==> src/hdl/first_fit_heap_allocator_assert.svh <==
// Assertion macros used by the allocator controller (ffha_ctrl).
`ifndef FIRST_FIT_HEAP_ALLOCATOR_ASSERT_SVH
`define FIRST_FIT_HEAP_ALLOCATOR_ASSERT_SVH

`ifndef SYNTH
`define FFHA_ASSERT(lbl, clk, rst, prop) \
  lbl: assert property (@(posedge clk) disable iff (rst) prop) \
    else $error("ffha assertion failed");
`define FFHA_NEVER(lbl, clk, rst, cond) \
  `FFHA_ASSERT(lbl, clk, rst, !(cond))
`else
`define FFHA_ASSERT(lbl, clk, rst, prop)
`define FFHA_NEVER(lbl, clk, rst, cond)
`endif

`endif

==> src/hdl/ffha_pkg.sv <==
package ffha_pkg;

  localparam int HEAP_BYTES      = 65536;
  localparam int HEADER_BYTES    = 32;
  localparam int ALIGN_BYTES     = 16;
  localparam int MIN_SPLIT_BYTES = 16;
  localparam int MAX_BLOCKS      = 2048;

  localparam int IDX_W = $clog2(MAX_BLOCKS);
  localparam int CNT_W = $clog2(MAX_BLOCKS + 1);

  localparam logic [1:0] OP_ALLOC   = 2'd0;
  localparam logic [1:0] OP_FREE    = 2'd1;
  localparam logic [1:0] OP_REALLOC = 2'd2;

  typedef enum logic [1:0] {
    ST_GRANTED  = 2'd0,
    ST_DONE     = 2'd1,
    ST_NO_SPACE = 2'd2,
    ST_UNKNOWN  = 2'd3
  } status_t;

  typedef struct packed {
    logic [15:0] hdr;
    logic [15:0] size;
    logic        free;
  } entry_t;

  localparam int ENTRY_W = $bits(entry_t);

  typedef struct packed {
    status_t     status;
    logic [15:0] granted;
    logic [15:0] copy;
  } res_t;

  typedef struct packed {
    logic             we;
    logic [IDX_W-1:0] addr;
    entry_t           data;
  } ram_wr_t;

  function automatic logic [16:0] round_up(input logic [15:0] n);
    logic [16:0] t;
    t = {1'b0, n} + 17'(ALIGN_BYTES - 1);
    return 17'((t / ALIGN_BYTES) * ALIGN_BYTES);
  endfunction

endpackage

==> src/hdl/ffha_ctrl.sv <==
`include "first_fit_heap_allocator_assert.svh"

module ffha_ctrl import ffha_pkg::*; (
  input  logic             clk,
  input  logic             rst,
  input  logic             start,
  input  logic [1:0]       operation,
  input  logic [15:0]      request_bytes,
  input  logic [15:0]      payload_offset,
  input  logic             offset_present,
  output logic             idle,
  output logic             done,
  output res_t             res,
  input  logic             take,
  output ram_wr_t          wr,
  output logic [IDX_W-1:0] raddr,
  input  entry_t           rdata
);

  typedef enum logic [4:0] {
    S_INIT, S_IDLE, S_FIND_RD, S_FIND_CMP, S_FIT_RD, S_FIT_CMP, S_ALLOC0,
    S_ALLOC_WR0, S_ALLOC_WR1, S_MV_RD, S_MV_WR, S_FREE0, S_NB_RD, S_NB_CMP,
    S_PB0, S_PB_RD, S_PB_CMP, S_MERGE, S_FREE_FIN, S_DONE
  } state_t;

  typedef enum logic [2:0] {
    PH_ALLOC, PH_FREE, PH_RE_FIND, PH_RE_ALLOC, PH_RE_FREE
  } phase_t;

  localparam logic [16:0] HDR17 = 17'(HEADER_BYTES);

  state_t           state;
  phase_t           phase;
  logic [15:0]      req;
  logic [15:0]      off;
  logic [16:0]      want;
  logic [15:0]      old_size;
  logic [CNT_W-1:0] cnt;
  logic [CNT_W-1:0] idx;
  logic [IDX_W-1:0] k;
  entry_t           cur;
  entry_t           prev;
  logic             nbf;
  logic [15:0]      nb_size;
  logic             pbf;
  logic             split;
  logic [IDX_W-1:0] mv_src;
  logic [IDX_W-1:0] mv_dst;
  logic [CNT_W-1:0] mv_left;
  logic             mv_alloc;

  logic             used_hit;
  logic             fit_hit;
  logic             can_split;
  logic [16:0]      merge_sum;
  logic [16:0]      merge_total;
  logic [IDX_W-1:0] merge_base;
  logic [1:0]       merge_r;
  logic [CNT_W-1:0] merge_left;
  logic [CNT_W-1:0] ins_left;
  entry_t           split_entry;
  logic [16:0]      split_hdr;
  logic [16:0]      split_size;

  always_comb begin
    used_hit  = !rdata.free && (({1'b0, rdata.hdr} + HDR17) == {1'b0, off});
    fit_hit   = rdata.free && ({1'b0, rdata.size} >= want);
    can_split = (cnt < CNT_W'(MAX_BLOCKS)) &&
                ({2'b0, cur.size} >= ({1'b0, want} + 18'(HEADER_BYTES + MIN_SPLIT_BYTES)));
    ins_left  = cnt - CNT_W'(k) - CNT_W'(1);

    merge_sum   = {1'b0, cur.size} + (nbf ? (HDR17 + {1'b0, nb_size}) : 17'd0);
    merge_total = pbf ? ({1'b0, prev.size} + HDR17 + merge_sum) : merge_sum;
    merge_base  = pbf ? (k - IDX_W'(1)) : k;
    merge_r     = {1'b0, nbf} + {1'b0, pbf};
    merge_left  = cnt - CNT_W'(1) - CNT_W'(merge_r) - CNT_W'(merge_base);

    split_hdr   = {1'b0, cur.hdr} + HDR17 + want;
    split_size  = {1'b0, cur.size} - want - HDR17;
    split_entry = '{hdr: split_hdr[15:0], size: split_size[15:0], free: 1'b1};
  end

  // read address follows the state
  always_comb begin
    unique case (state)
      S_MV_RD: raddr = mv_src;
      S_NB_RD: raddr = k + IDX_W'(1);
      S_PB_RD: raddr = k - IDX_W'(1);
      default: raddr = idx[IDX_W-1:0];
    endcase
  end

  always_comb begin
    wr = '{we: 1'b0, addr: '0, data: '0};
    unique case (state)
      S_INIT: begin
        wr = '{we: 1'b1, addr: '0,
               data: '{hdr: 16'd0, size: 16'(HEAP_BYTES - HEADER_BYTES), free: 1'b1}};
      end
      S_MV_WR: wr = '{we: 1'b1, addr: mv_dst, data: rdata};
      S_MERGE: begin
        wr = '{we: 1'b1, addr: merge_base,
               data: '{hdr: pbf ? prev.hdr : cur.hdr, size: merge_total[15:0],
                       free: 1'b1}};
      end
      S_ALLOC_WR0: wr = '{we: 1'b1, addr: k + IDX_W'(1), data: split_entry};
      S_ALLOC_WR1: begin
        wr = '{we: 1'b1, addr: k,
               data: '{hdr: cur.hdr, size: split ? want[15:0] : cur.size, free: 1'b0}};
      end
      default: wr = '{we: 1'b0, addr: '0, data: '0};
    endcase
  end

  assign idle = (state == S_IDLE);
  assign done = (state == S_DONE);

  always_ff @(posedge clk) begin
    if (rst) begin
      state <= S_INIT;
      phase <= PH_ALLOC;
      cnt   <= CNT_W'(1);
    end else begin
      unique case (state)
        S_INIT: state <= S_IDLE;
        S_IDLE: begin
          if (start) begin
            req  <= request_bytes;
            off  <= payload_offset;
            want <= round_up(request_bytes);
            idx  <= '0;
            res  <= '{status: ST_DONE, granted: 16'd0, copy: 16'd0};
            priority if (operation == OP_ALLOC ||
                         (operation == OP_REALLOC && !offset_present)) begin
              phase <= PH_ALLOC;
              state <= (request_bytes == 16'd0) ? S_DONE : S_FIT_RD;
            end else if (operation == OP_FREE) begin
              phase <= PH_FREE;
              state <= offset_present ? S_FIND_RD : S_DONE;
            end else if (operation == OP_REALLOC) begin
              phase <= (request_bytes == 16'd0) ? PH_FREE : PH_RE_FIND;
              state <= S_FIND_RD;
            end else begin
              state <= S_DONE;
            end
          end
        end
        S_FIND_RD: begin
          if (idx == cnt) begin
            if (phase != PH_RE_FREE) begin
              res.status <= ST_UNKNOWN;
            end
            state <= S_DONE;
          end else begin
            state <= S_FIND_CMP;
          end
        end
        S_FIND_CMP: begin
          if (used_hit) begin
            cur <= rdata;
            k   <= idx[IDX_W-1:0];
            if (phase == PH_RE_FIND) begin
              old_size <= rdata.size;
              phase    <= PH_RE_ALLOC;
              idx      <= '0;
              state    <= S_FIT_RD;
            end else begin
              state <= S_FREE0;
            end
          end else begin
            idx   <= idx + CNT_W'(1);
            state <= S_FIND_RD;
          end
        end
        S_FIT_RD: begin
          if (idx == cnt) begin
            res.status <= ST_NO_SPACE;
            state      <= S_DONE;
          end else begin
            state <= S_FIT_CMP;
          end
        end
        S_FIT_CMP: begin
          if (fit_hit) begin
            cur   <= rdata;
            k     <= idx[IDX_W-1:0];
            state <= S_ALLOC0;
          end else begin
            idx   <= idx + CNT_W'(1);
            state <= S_FIT_RD;
          end
        end
        S_ALLOC0: begin
          split <= can_split;
          if (can_split) begin
            cnt      <= cnt + CNT_W'(1);
            mv_left  <= ins_left;
            mv_src   <= IDX_W'(cnt - CNT_W'(1));
            mv_dst   <= cnt[IDX_W-1:0];
            mv_alloc <= 1'b1;
            state    <= (ins_left == '0) ? S_ALLOC_WR0 : S_MV_RD;
          end else begin
            state <= S_ALLOC_WR1;
          end
        end
        S_ALLOC_WR0: state <= S_ALLOC_WR1;
        S_ALLOC_WR1: begin
          res.status  <= ST_GRANTED;
          res.granted <= 16'({1'b0, cur.hdr} + HDR17);
          if (phase == PH_RE_ALLOC) begin
            res.copy <= (req < old_size) ? req : old_size;
            phase    <= PH_RE_FREE;
            idx      <= '0;
            state    <= S_FIND_RD;
          end else begin
            state <= S_DONE;
          end
        end
        S_MV_RD: state <= S_MV_WR;
        S_MV_WR: begin
          mv_left <= mv_left - CNT_W'(1);
          if (mv_alloc) begin
            mv_src <= mv_src - IDX_W'(1);
            mv_dst <= mv_dst - IDX_W'(1);
          end else begin
            mv_src <= mv_src + IDX_W'(1);
            mv_dst <= mv_dst + IDX_W'(1);
          end
          if (mv_left == CNT_W'(1)) begin
            state <= mv_alloc ? S_ALLOC_WR0 : S_FREE_FIN;
          end else begin
            state <= S_MV_RD;
          end
        end
        S_FREE0: begin
          if ((CNT_W'(k) + CNT_W'(1)) < cnt) begin
            state <= S_NB_RD;
          end else begin
            nbf   <= 1'b0;
            state <= S_PB0;
          end
        end
        S_NB_RD: state <= S_NB_CMP;
        S_NB_CMP: begin
          nbf     <= rdata.free;
          nb_size <= rdata.size;
          state   <= S_PB0;
        end
        S_PB0: begin
          if (k != '0) begin
            state <= S_PB_RD;
          end else begin
            pbf   <= 1'b0;
            state <= S_MERGE;
          end
        end
        S_PB_RD: state <= S_PB_CMP;
        S_PB_CMP: begin
          pbf   <= rdata.free;
          prev  <= rdata;
          state <= S_MERGE;
        end
        S_MERGE: begin
          cnt      <= cnt - CNT_W'(merge_r);
          mv_left  <= merge_left;
          mv_src   <= merge_base + IDX_W'(1) + IDX_W'(merge_r);
          mv_dst   <= merge_base + IDX_W'(1);
          mv_alloc <= 1'b0;
          state    <= (merge_left == '0) ? S_FREE_FIN : S_MV_RD;
        end
        S_FREE_FIN: begin
          if (phase != PH_RE_FREE) begin
            res.status <= ST_DONE;
          end
          state <= S_DONE;
        end
        S_DONE: begin
          if (take) begin
            state <= S_IDLE;
          end
        end
        default: state <= S_IDLE;
      endcase
    end
  end

  `FFHA_ASSERT(a_start_idle, clk, rst, start |-> state == S_IDLE)
  `FFHA_NEVER(a_cnt_range, clk, rst, (cnt == '0) || (cnt > CNT_W'(MAX_BLOCKS)))
  `FFHA_ASSERT(a_no_write_idle, clk, rst, (state == S_IDLE) |-> !wr.we)
  `FFHA_ASSERT(a_done_hold, clk, rst, (state == S_DONE) && !take |=> state == S_DONE)

endmodule

==> config.mk <==
export PLATFORM = sky130hd
export DESIGN_NAME = ffha_ctrl
export DESIGN_NICKNAME = d
export VERILOG_FILES = /design/src/hdl/ffha_pkg.sv /design/src/hdl/ffha_ctrl.sv
export VERILOG_INCLUDE_DIRS = /design/src /design/src/hdl
export SDC_FILE = /design/constraint.sdc
export NUM_CORES = 1
export LEC_CHECK = 0
export ABC_AREA = 1
export CAP_MARGIN = 20
export CORE_ASPECT_RATIO = 0.5
export CORE_MARGIN = 1.5
export CORE_UTILIZATION = 35
export DETAILED_ROUTE_END_ITERATION = 7
export DONT_BUFFER_PORTS = 1
export PLACE_DENSITY = 0.57
export SLEW_MARGIN = 25
export SYNTH_ARGS = -nofsm -noshare
export SYNTH_HDL_FRONTEND = slang
export SYNTH_SLANG_ARGS = --single-unit
==> constraint.sdc <==
create_clock -name clk -period 6.5 [get_ports clk]
set_clock_uncertainty 0.05 [all_clocks]
set_input_delay 0.65 -clock clk [delete_from_list [all_inputs] [get_ports clk]]
set_output_delay 0.65 -clock clk [all_outputs]
set_load 0.05 [all_outputs]
==> flow_summary_export.csv, run 1 <==
group,metric,value,unit
flow_run,drv_cap,0,
power_and_ir_drop,cellPowerDensity,314,mW/mm²
global_route,overflow,0,
placement,gp_congestion,0.951,
worst_setup_path,crit_arrival,5.34,ns
route,drt-initial-drc-count,1737,
cts,clockBufferDepth,3,
yosys,synth-seq-cells,256,
sta,fmax,166,MHz
outcome,status,"complete, no violations",
worst_setup_path,crit_type,"reg -> out",
route,drt-total-wl,71.7,mm
sta,slew_headroom,25.9,%
yosys,syn_inst,2746,
power_and_ir_drop,power,7350,µW
route,post_drt_wl_per_cell,19.9,µm
sta,period_share,92.9,%
sta,finalMaxSlewViolations,0,
floorplan,ios,164,
sta,hold_viol_final,0,
worst_setup_path,critPathMaxStageDelay,0.63,ns
worst_setup_path,start_kind,"register",
cts,numClockSinks,256,
yosys,yosysMostFrequentCell,"nand2_1",
cts,htree_levels,1,
cts,cts_resized,0,
cts,cts_made_buffers,28,
yosys,yosys_warnings,0,
yosys,syn_nets,3037,
route,drc,0,
yosys,ys_top_cells_by_count,"590 x nand2_1, 388 x inv_1, 275 x nor2_1, 236 x edfxtp_1, 209 x ha_1",
yosys,syn_area_per_cell,7.72,µm²
worst_setup_path,required,5.80,ns
sta,rsz0062_at_grt,"no",
power_and_ir_drop,pwr-share-comb,42.1,%
route,dr.pass1.iters,6,
worst_setup_path,critPathCaptureType,"primary output",
power_and_ir_drop,ir_drop,0.265,mV
placement,post-dp-hpwl,56.2,mm
cells_and_area,antenna-diode-count,0,
cts,cts_tree,"built",
cells_and_area,nNetsFinal,3055,
worst_setup_path,cpMostUsedCell,"nand2_1",
global_route,grt_max_degree,46,
yosys,synth_top_area_share,33.4,%
worst_setup_path,slowest_stage,"edfxtp_1",
power_and_ir_drop,p_seq_share,33.6,%
route,viasPerCell,5.33,
cts,cts.hold.buffers_added,0,
cts,cts_setup_buffers,0,
power_and_ir_drop,p_int,3960,µW
floorplan,rows,63,
power_and_ir_drop,swShare,46.1,%
cells_and_area,area_delta_synth_final,10.6,%
floorplan,core,0.0595,mm²
power_and_ir_drop,p_sw,3390,µW
yosys,yosys_most_used_dff,"edfxtp_1",
cts,cts_root_buf,"clkbuf_16",
global_route,antenna_found_initial,0,
sta,final.min_clock_period,6.04,ns
placement,portBuffers,0,
yosys,synth_area,0.0212,mm²
global_route,grt_pass1_wl,109,mm
sta,worstMarginPinSlew,1.10,ns
floorplan,die_h,177,µm
yosys,synthArstFlopShare,0,%
route,antenna_left,0,
cells_and_area,drive_above_1_share,7.00,%
yosys,synth_area_leaders,"edfxtp_1 33%, ha_1 12%, nand2_1 10%, inv_1 6.9%, nor2_1 4.9%",
power_and_ir_drop,power.leakage,0.0102,µW
cts,clk-insertion-delay-late,0.60,ns
global_route,grt_use_total,22.9,%
yosys,seq_area_frac_synth,35.3,%
power_and_ir_drop,p_clk_share,24.4,%
sta,setup_tns,0,ns
worst_setup_path,path_max_fanout,11,
yosys,synth_top_area_cell,"edfxtp_1",
hold_path,hold_path_class,"in -> reg",
route,vias,19200,
cts,clk_pin_slew,0.07,ns
yosys,ys_types,56,
sta,setup_violations,0,
floorplan,die_w,351,µm
global_route,grt_pass1_vias,18200,
yosys,synth_edf_count,236,
floorplan,initial_core_util,35.6,%
floorplan,die_area,0.0621,mm²
sta,hold_slack,0.0925,ns
[power groups by stage]
stage          clock network, µW  logic [µW]  registers (µW)
6_report                    1790        3090            2470
5_1_grt                     1870        3390            2480
4_1_cts                     1810        3080            2470
2_1_floorplan                  0        2250            2410
3_5_place_dp                   0        3070            2500
3_3_place_gp                   0        3020            2500
[worst max-delay path: cells and delay by family (launching register included)]
kind,cells,cell delay (ns)
AND/OR/NAND/NOR,13,1.46
AO/OA/AOI/OAI,6,1.08
flip-flops,1,0.63
adder cells (fa/ha/maj),4,1.22
buffers and inverters,4,0.36
[area by class of cell]
cell class                      instances  area, µm²
Sequential cell                       256       7490
Timing Repair Buffer                   37        302
Inverter                              408       1540
Fill cell                            6175      36100
Clock inverter                         21        279
Clock buffer                           31        722
Multi-Input combinational cell       2033      12100
Tap cell                              812       1020
[through the flow]
stage / cells / setup slack, ns / util [%] / instance area, µm²
after floorplan: 2746 / 1.10 / - / 21200
after global placement: 3542 / 1.08 / 37.5 / 22300
after detailed placement: 3546 / 1.08 / 37.7 / 22400
after CTS: 3598 / 0.435 / 39.4 / 23400
after global routing: 3598 / 0.0118 / 39.4 / 23400
final: 3598 / 0.460 / 39.4 / 23400
[placed cells by master, fill, tap and decap left out, types with 40 or more instances in the layout]
cell type	instances
nand2_1	590
a21oi_1	200
o21ai_0	124
nand3_1	160
nand4_1	50
inv_1	388
nor3_1	40
xor2_1	70
edfxtp_1	236
nor2_1	269
ha_1	209
[final timing paths]
path | slack [ns] | cells after the start | endpoint | startpoint
min | 0.09 | 1 | state[1]$_SDFFE_PP0P_ | rst
max reg2reg | 1.74 | 14 | mv_left[6]$_DFFE_PP_ | want[6]$_DFFE_PP_
min reg2reg | 0.46 | 2 | phase[0]$_SDFFE_PP0P_ | phase[0]$_SDFFE_PP0P_
max | 0.46 | 27 | wr[16] | nbf$_SDFFCE_PN0P_
[state kept, by name, summed over array words and instances, names as in the netlist]
signal	count
mv_left	12
nb_size	16
mv_alloc	1
want	13
req	16
off	16
mv_src	11
cur	32
cnt	12
pbf	1
state	5
res	34
idx	12
old_size	16
mv_dst	11
prev	32
split	1
phase	3
k	11
nbf	1
[routing by layer]
| layer | track usage, % | up-vias | part of all wire, % | routed length, µm |
|---|---|---|---|---|
| li1 | - | 9409 | - | - |
| met1 | 31.3 | 9044 | 45 | 32100 |
| met2 | 38.8 | 605 | 47 | 33700 |
| met3 | 2.27 | 103 | 5.5 | 3960 |
| met4 | 5.77 | 0 | 2.7 | 1920 |
| met5 | 0 | - | 0 | 0 |
[cell families after synthesis]
logic type | share of synthesized area (%)
xor+xnor | 4.17
compound gates | 14.5
simple gates | 24.4
flops | 35.3
buf+inv | 8.28
fa+ha+maj | 13.3
Power figures use the tool's default switching activity.
==> run 2, diff against run 1 <==
--- a/config.mk
+++ b/config.mk
@@ -11,6 +11,7 @@
 export CORE_ASPECT_RATIO = 0.5
 export CORE_MARGIN = 1.5
 export CORE_UTILIZATION = 35
+export CTS_BUF_LIST = sky130_fd_sc_hd__clkbuf_16
 export DETAILED_ROUTE_END_ITERATION = 7
 export DONT_BUFFER_PORTS = 1
 export PLACE_DENSITY = 0.57
==> constraint.sdc (replaced) <==
create_clock -name clk -period 6.5 [get_ports clk]
set_clock_uncertainty 0.05 [all_clocks]
set_input_delay 0.975 -clock clk [delete_from_list [all_inputs] [get_ports clk]]
set_output_delay 0.975 -clock clk [all_outputs]
set_load 0.05 [all_outputs]
==> flow_summary_export.csv, run 2 (synthesized netlist as in run 1, its figures left out) <==
group,metric,value,unit
outcome,status,"complete, no violations",
cells_and_area,drive_above_1_share,6.75,%
global_route,overflow,0,
placement,post-dp-hpwl,56.0,mm
worst_setup_path,crit_type,"reg -> out",
route,viasPerCell,5.37,
power_and_ir_drop,cellPowerDensity,307,mW/mm²
cts,clk-insertion-delay-late,0.59,ns
cells_and_area,largest_register_ffs,34,
cells_and_area,top_regs,"res (34), cur (32), prev (32)",
worst_setup_path,critPathCaptureType,"primary output",
global_route,grt_max_degree,49,
worst_setup_path,required,5.47,ns
cells_and_area,nFillCells,6184,
cells_and_area,layout_commonest_cell,"nand2_1",
cells_and_area,final_cell_mix,"589 x nand2_1, 393 x inv_1, 269 x nor2_1",
sta,final.min_clock_period,6.09,ns
cts,cts_setup_buffers,0,
global_route,antenna_found_initial,0,
floorplan,initial_core_util,35.6,%
floorplan,ios,164,
floorplan,die_area,0.0621,mm²
floorplan,die_w,351,µm
worst_setup_path,critPathMaxStageDelay,0.41,ns
route,antenna_left,0,
power_and_ir_drop,power.leakage,0.0102,µW
cells_and_area,antenna-diode-count,0,
sta,worstMarginPinSlew,1.06,ns
floorplan,core,0.0595,mm²
power_and_ir_drop,ir_drop,0.195,mV
worst_setup_path,crit_arrival,5.07,ns
sta,setup_tns,0,ns
worst_setup_path,rrSetupSlack,1.71,ns
sta,setup_violations,0,
worst_setup_path,cpMostUsedCell,"nand2_1",
sta,finalMaxSlewViolations,0,
route,drt-initial-drc-count,1727,
worst_setup_path,crit_start,"nbf$_SDFFCE_PN0P_",
worst_setup_path,timing.rr.start,"want[8]$_DFFE_PP_",
cts,cts.hold.buffers_added,0,
cts,cts_tree,"built",
route,vias,19300,
sta,hold_viol_final,0,
cts,htree_levels,1,
cells_and_area,area_delta_synth_final,9.84,%
global_route,grt_use_total,23.1,%
hold_path,holdPathEnd,"state[1]$_SDFFE_PP0P_",
hold_path,hold_path_class,"in -> reg",
hold_path,min_from,"rst",
sta,finalWorstSetupSlack,0.408,ns
flow_run,drv_cap,0,
placement,place_ws,1.04,ns
global_route,grt_pass1_vias,18200,
cells_and_area,nNetsFinal,3058,
placement,portBuffers,0,
route,post_drt_wl_per_cell,20.3,µm
cts,clockBufferDepth,3,
route,drt-total-wl,72.9,mm
hold_path,min_path_cells,1,
worst_setup_path,path_max_fanout,6,
floorplan,rows,63,
cts,cts_made_buffers,28,
sta,period_share,93.7,%
worst_setup_path,start_kind,"register",
worst_setup_path,slowest_stage,"fa_1",
worst_setup_path,r2r.worst_path.cells,14,
sta,fmax,164,MHz
placement,gp_congestion,0.956,
cells_and_area,largest-register,"res",
route,dr.pass1.iters,7,
floorplan,die_h,177,µm
cts,clk_pin_slew,0.07,ns
global_route,grt_pass1_wl,110,mm
worst_setup_path,worstReg2RegEnd,"mv_dst[0]$_DFFE_PP_",
cts,numClockSinks,256,
sta,rsz0062_at_grt,"no",
route,drc,0,
cts,cts_root_buf,"clkbuf_16",
sta,slew_headroom,28.9,%
-- run 2: changes by cell type in the layout (fill, tap and decap cells not counted), moves of 3 or more --
cell        previous run  this run
inv_1                388       393
inv_6                  6         3
clkinv_4               0         3
clkinvlp_4             5         1
bufinv_16              5         0
buf_4                 35        39
clkinv_1               5         9
-- run 2: per-stage QoR --
stage | total power (µW) | hold slack (ns) | instance area, µm² | std cells | utilization, %
finish | 7160 | 0.421 | 23300 | 3599 | 39.1
global route | 7550 | 0.401 | 23300 | 3599 | 39.1
CTS | 7160 | 0.395 | 23300 | 3599 | 39.1
detailed placement | 5590 | 0.452 | 22400 | 3549 | 37.7
global placement | 5560 | 0.445 | 22300 | 3546 | 37.5
floorplan | 4660 | 0.413 | 21200 | 2746 | -
-- run 2: area by class of cell --
cell class	count	area (µm²)	area share, %
clock buffer	29	726	3.12
clock inverter	21	115	0.494
inverter	408	1540	6.60
multi-input combinational	2033	12100	52.0
sequential	256	7490	32.2
tap	812	1020	4.36
timing repair buffer	40	304	1.31
-- run 2: how the worst max path moves through the flow --
stage / endpoint / slack, ns
final: wr[16] / 0.41
after global placement: wr[12] / 1.08
after detailed placement: wr[15] / 1.04
after CTS: wr[15] / 0.40
after floorplan: cur[10]$_DFFE_PP_ / 0.77
after global routing: wr[16] / 0.07
-- run 2: routing by layer --
| metal | global-route usage (%) | up-vias | part of all wire [%] |
|---|---|---|---|
| met2 | 38.6 | 642 | 46 |
| met1 | 31.7 | 9148 | 45 |
| met5 | 0 | - | 0 |
| li1 | - | 9421 | - |
| met4 | 6.75 | 0 | 3.1 |
| met3 | 2.37 | 125 | 5.9 |
-- run 2: report_power, final --
| part | leakage, µW | internal (µW) | switching, µW |
|---|---|---|---|
| Combinational | 0.00743 | 880 | 2240 |
| Sequential | 0.00232 | 2080 | 390 |
| Clock | 0.000435 | 810 | 749 |
-- run 2: worst max-delay path, delay by kind of cell (launching register included) --
kind	cells	cell delay (ns)
fa+ha+maj	4	1.23
flops	1	0.40
compound gates	6	1.12
simple gates	13	1.18
buf+inv	5	0.59
-- run 2: what timing repair did --
action / in CTS / in global routing
hold endpoints to repair: 0 / 0
setup endpoints to repair: 0 / 1
resized for setup: 0 / 1
